## src/hdl/hcbp_ram.sv

```systemverilog
// ----------------------------------------------------------------------------
// hcbp_ram
// generic single write port ram with one registered read port
// ----------------------------------------------------------------------------
module hcbp_ram #(
	parameter int WIDTH = 8,
	parameter int DEPTH = 256
) (
	input  logic                     clk,
	input  logic                     we,
	input  logic [$clog2(DEPTH)-1:0] waddr,
	input  logic [WIDTH-1:0]         wdata,
	input  logic [$clog2(DEPTH)-1:0] raddr,
	output logic [WIDTH-1:0]         rdata
);

	logic [WIDTH-1:0] mem [DEPTH];

	always_ff @(posedge clk) begin
		if (we) begin
			mem[waddr] <= wdata;
		end
		rdata <= mem[raddr];
	end

endmodule

```

## config.mk

```make
export PLATFORM = sky130hd
export DESIGN_NAME = hcbp_ram
export DESIGN_NICKNAME = d
export VERILOG_FILES = /design/src/hdl/hcbp_ram.sv
export SDC_FILE = /design/constraint.sdc
export NUM_CORES = 2
export LEC_CHECK = 0
export BUFFER_PORTS_ARGS = -buffer_cell sky130_fd_sc_hd__buf_4
export CAP_MARGIN = 20
export CORE_MARGIN = 2
export CORE_UTILIZATION = 55
export DETAILED_ROUTE_END_ITERATION = 7
export PLACE_DENSITY = 0.71
export SLEW_MARGIN = 5
export SYNTH_ARGS = -nofsm -noshare
export SYNTH_HDL_FRONTEND = slang
export SYNTH_SLANG_ARGS = --single-unit
```

## constraint.sdc

```tcl
create_clock -name clk -period 4.77 [get_ports clk]
set_clock_uncertainty 0.1 [all_clocks]
set_input_delay 0.2385 -clock clk [delete_from_list [all_inputs] [get_ports clk]]
set_output_delay 0.2385 -clock clk [all_outputs]
set_load 0.01 [all_outputs]
```

Yosys cells after proc, flatten, opt, wreduce, memory -nomap -nowiden
Memory sizes are Yosys's and may differ from the RTL's. A register that Yosys moved wholly into a read port is not among the register bits.
Cells that the tools add are included.
- register bits after elaboration: 0
- bits in writable memories: 2048
- input port bits: 26
- output and inout port bits: 8
- logic and storage cells: 3
- memories: 1
- mux-type cells: 2
- memories (memory ; words ; width ; read ports ; clocked after Yosys merged registers in ; write ports ; line ; text):
    mem ; 256 ; 8 ; 1 ; 1 ; 1 ; 17 ; logic [WIDTH-1:0] mem [DEPTH];
- operators with widths (kind ; count):
    two-way mux 1 bit ; 2

Logic depth before layout (Yosys ltp)
- depth in word-level cells: 2
- gate-level depth with buffers: 11
- depth with buffers taken out: 6

Worst setup path before layout
OpenSTA, ideal clock, no wires.
- kind: input port to flip-flop
- from: input raddr[0]
- to: register rdata[2], read port of mem
- setup time: 131 ps
- arrival: 2045 ps
- required time: 4539 ps
- path slack: 2494 ps
- stages on the path: 9
- path through: buf_6 buf_12 buf_8 buf_2 mux4_2 a22oi_1 a21oi_1 nor4_1 nor4_2
- RTL lines (item ; line ; text):
    start: declaration ; 13 ; input logic [$clog2(DEPTH)-1:0] raddr,
    end: declaration ; 14 ; output logic [WIDTH-1:0] rdata

Worst setup path in the final report
- from: input waddr[0]
- to: memory mem[17][6], enable pin
- RTL lines (item ; line ; text):
    start: declaration ; 11 ; input logic [$clog2(DEPTH)-1:0] waddr,
    end: declaration ; 17 ;
Straight into the memory's write port.

==> flow_summary.toml <==
[run_status]
status = "finished, violations left"
violations = "design-rule violations"

[logic_synthesis]
synth-seq-area-share = 0.775
dominantRegCellSynth = "edfxtp_1"
avgSynthCellArea_um2 = 21.3
synth-edff-count = 2048
ys_seq_elements = 2056
synth_cells = 3733
ys_types = 55
netlist.area_leader.share = 0.773
async_flop_share = 0
ys_top_cells_by_area = "edfxtp_1, mux4_2, mux2i_1"
yosysWarnings = 0
mappedNetlistNets = 3759
yosysTopAreaCell = "edfxtp_1"
synth_area_mm2 = 0.0796

[global_routing]
grt_pass1_wl_mm = 272
grt_usage = 0.258
grt_max_degree = 153
grt-ovfl-total = 0
grt_pass1_vias = 38900
antenna_found_initial = 5
met1_usage = 0.372
globalRouteMet2Util = 0.397
busiest_layer = "met2"
met3_usage = 0.0618

[placement]
gp_congestion = 0.859
port_buffers = 33
dp_hpwl_mm = 112
dpl-instance-area_mm2 = 0.0820
place_ws_ns = 0.922

[clock_tree]
clkSinkCount = 2056
clk_path_buf_depth = 3
clk_latency_ns = 0.84
cts_resized = 0
path_clk_slew_ns = 0.06
cts_tree = "built"
ctsRootBufferMaster = "clkbuf_16"
htreeDepth = 4
cts_made_buffers = 196

[power_and_ir_drop]
peakVddDrop_mv = 0.420
p_per_area_mw_per_mm2 = 418
p_leak_uw = 0.0271

[timing]
fmax_mhz = 291
finalSetupTns_ns = 0
rsz0062_at_grt = "false"
relSlewSlack = 0.218
finalSetupViolCount = 0
final.period_utilization = 0.720
min_period_ns = 3.43
worst_slew_pin_slew_ns = 1.17
fin_ws_ns = 1.34
hold_violations = 0
slew_violations = 0

[layout]
drive_gt1_frac = 0.217
nets = 3872
multi_input_area_mm2 = 0.0165
mostFrequentLayoutCells = "edfxtp_1, mux4_2, nor2_1"
final_common_cell = "edfxtp_1"
register_area_mm2 = 0.0617
nFillCells = 9792
design_area_mm2 = 0.0882
synthToLayoutAreaGrowth_pct = 10.9

[setup_path]
endpoint_kind = "register"
critPathRequiredTime_ns = 5.12
cp-startpoint = "waddr[0]"
cp-start-kind = "input pin"
r2r_slack_ns = 1.92
r2r-end = "rdata[1]"
reg2reg_from = "mem[83][1]"
reg2regPathDepth = 5
cp_max_fo = 10
critical_path_class = "input pin to register"
worstPathArrival_ns = 3.78

[floorplanning]
die_w_um = 384
die_y_um = 384
core_mm2 = 0.144
floorplan.initialDensity = 0.554
row_count = 139
pin_count = 34
die_area_mm2 = 0.148

[hold_path]
holdPathEnd = "mem[226][5]"
hold_depth = 1
hold_path_class = "input pin to register"
worstHoldStart = "wdata[5]"

[run]
cap_violations = 0

[routing]
drc = 4
antenna_left = 0
routed-via-count = 38800
vias_per_cell = 6.56
drt-total-wl_mm = 188
routedWlPerCell_um = 31.7
drt-initial-drc-count = 5034
drt_first_pass_iters = 7
## state kept, by name (all words and copies together) (netlist names)
| signal | cells |
|---|---|
| mem | 2048 |
| rdata | 8 |
## power by group
group          internal, uW  switching (uW)
Clock                  8500            6610
Sequential            19900            43.9
Combinational           619            1150
Total                 29000            7810
## how the worst max path moves through the flow
stage | to | depth (start not counted)
floorplan | rdata[2] | 9
detailed placement | rdata[1] | 9
finish | mem[17][6] | 6
CTS | mem[129][4] | 6
global route | mem[129][6] | 6
global placement | rdata[1] | 9
## logic make-up after synthesis
group	share of synthesized area
AO/OA/AOI/OAI	0.0342
flip-flops	0.775
multiplexers	0.146
AND/OR/NAND/NOR	0.0263
buffers and inverters	0.0183
## synth_stat cells (16+ instances only)
master	number
a211oi_1	16
nor2_1	282
a22oi_1	133
o221ai_1	46
buf_2	31
nor3_1	22
buf_1	22
clkbuf_1	111
buf_4	27
buf_6	21
a21oi_1	96
nor4_1	24
nand2_1	33
mux2i_1	134
nor2b_1	31
nand3_1	34
edfxtp_1	2048
o22ai_1	28
mux4_2	454
## area by class of cell
cell class / count / area share
timing repair buffer: 148 / 0.0170
sequential: 2056 / 0.699
inverter: 2 / 0.0000851
multi-input combinational: 1442 / 0.187
clock inverter: 119 / 0.0123
antenna: 3 / 0.0000851
tap: 1903 / 0.0270
clock buffer: 243 / 0.0581
## layer usage
layer	part of all wire	vias to the layer above
met5	0.00014	-
met4	0.026	4
met3	0.10	290
met2	0.48	2133
met1	0.39	20400
li1	-	15900
## repair_timing
item	4_1_cts	5_1_grt
hold endpoints to repair	317	0
hold buffers	7	0
buffers inserted	0	0
endpoints found under the setup margin	0	0
## through the flow
stage | util | hold WS, ns | std cells | total power, uW
3_3_place_gp | 0.571 | 0.684 | 5544 | 22100
3_5_place_dp | 0.571 | 0.700 | 5544 | 22100
4_1_cts | 0.614 | 0.0246 | 5913 | 37000
2_1_floorplan | - | 0.237 | 3733 | 21300
5_1_grt | 0.614 | 0.0378 | 5913 | 37800
6_report | 0.614 | 0.00830 | 5916 | 36800
## worst max-delay path, cell delays in order
cell	delay (ns)
dlygate4sd3_1	0.60
buf_4	0.20
nor2b_1	0.51
nand3_1	0.97
buf_4	0.57
nor2_1	0.69
(Power assumes the default switching activity.)
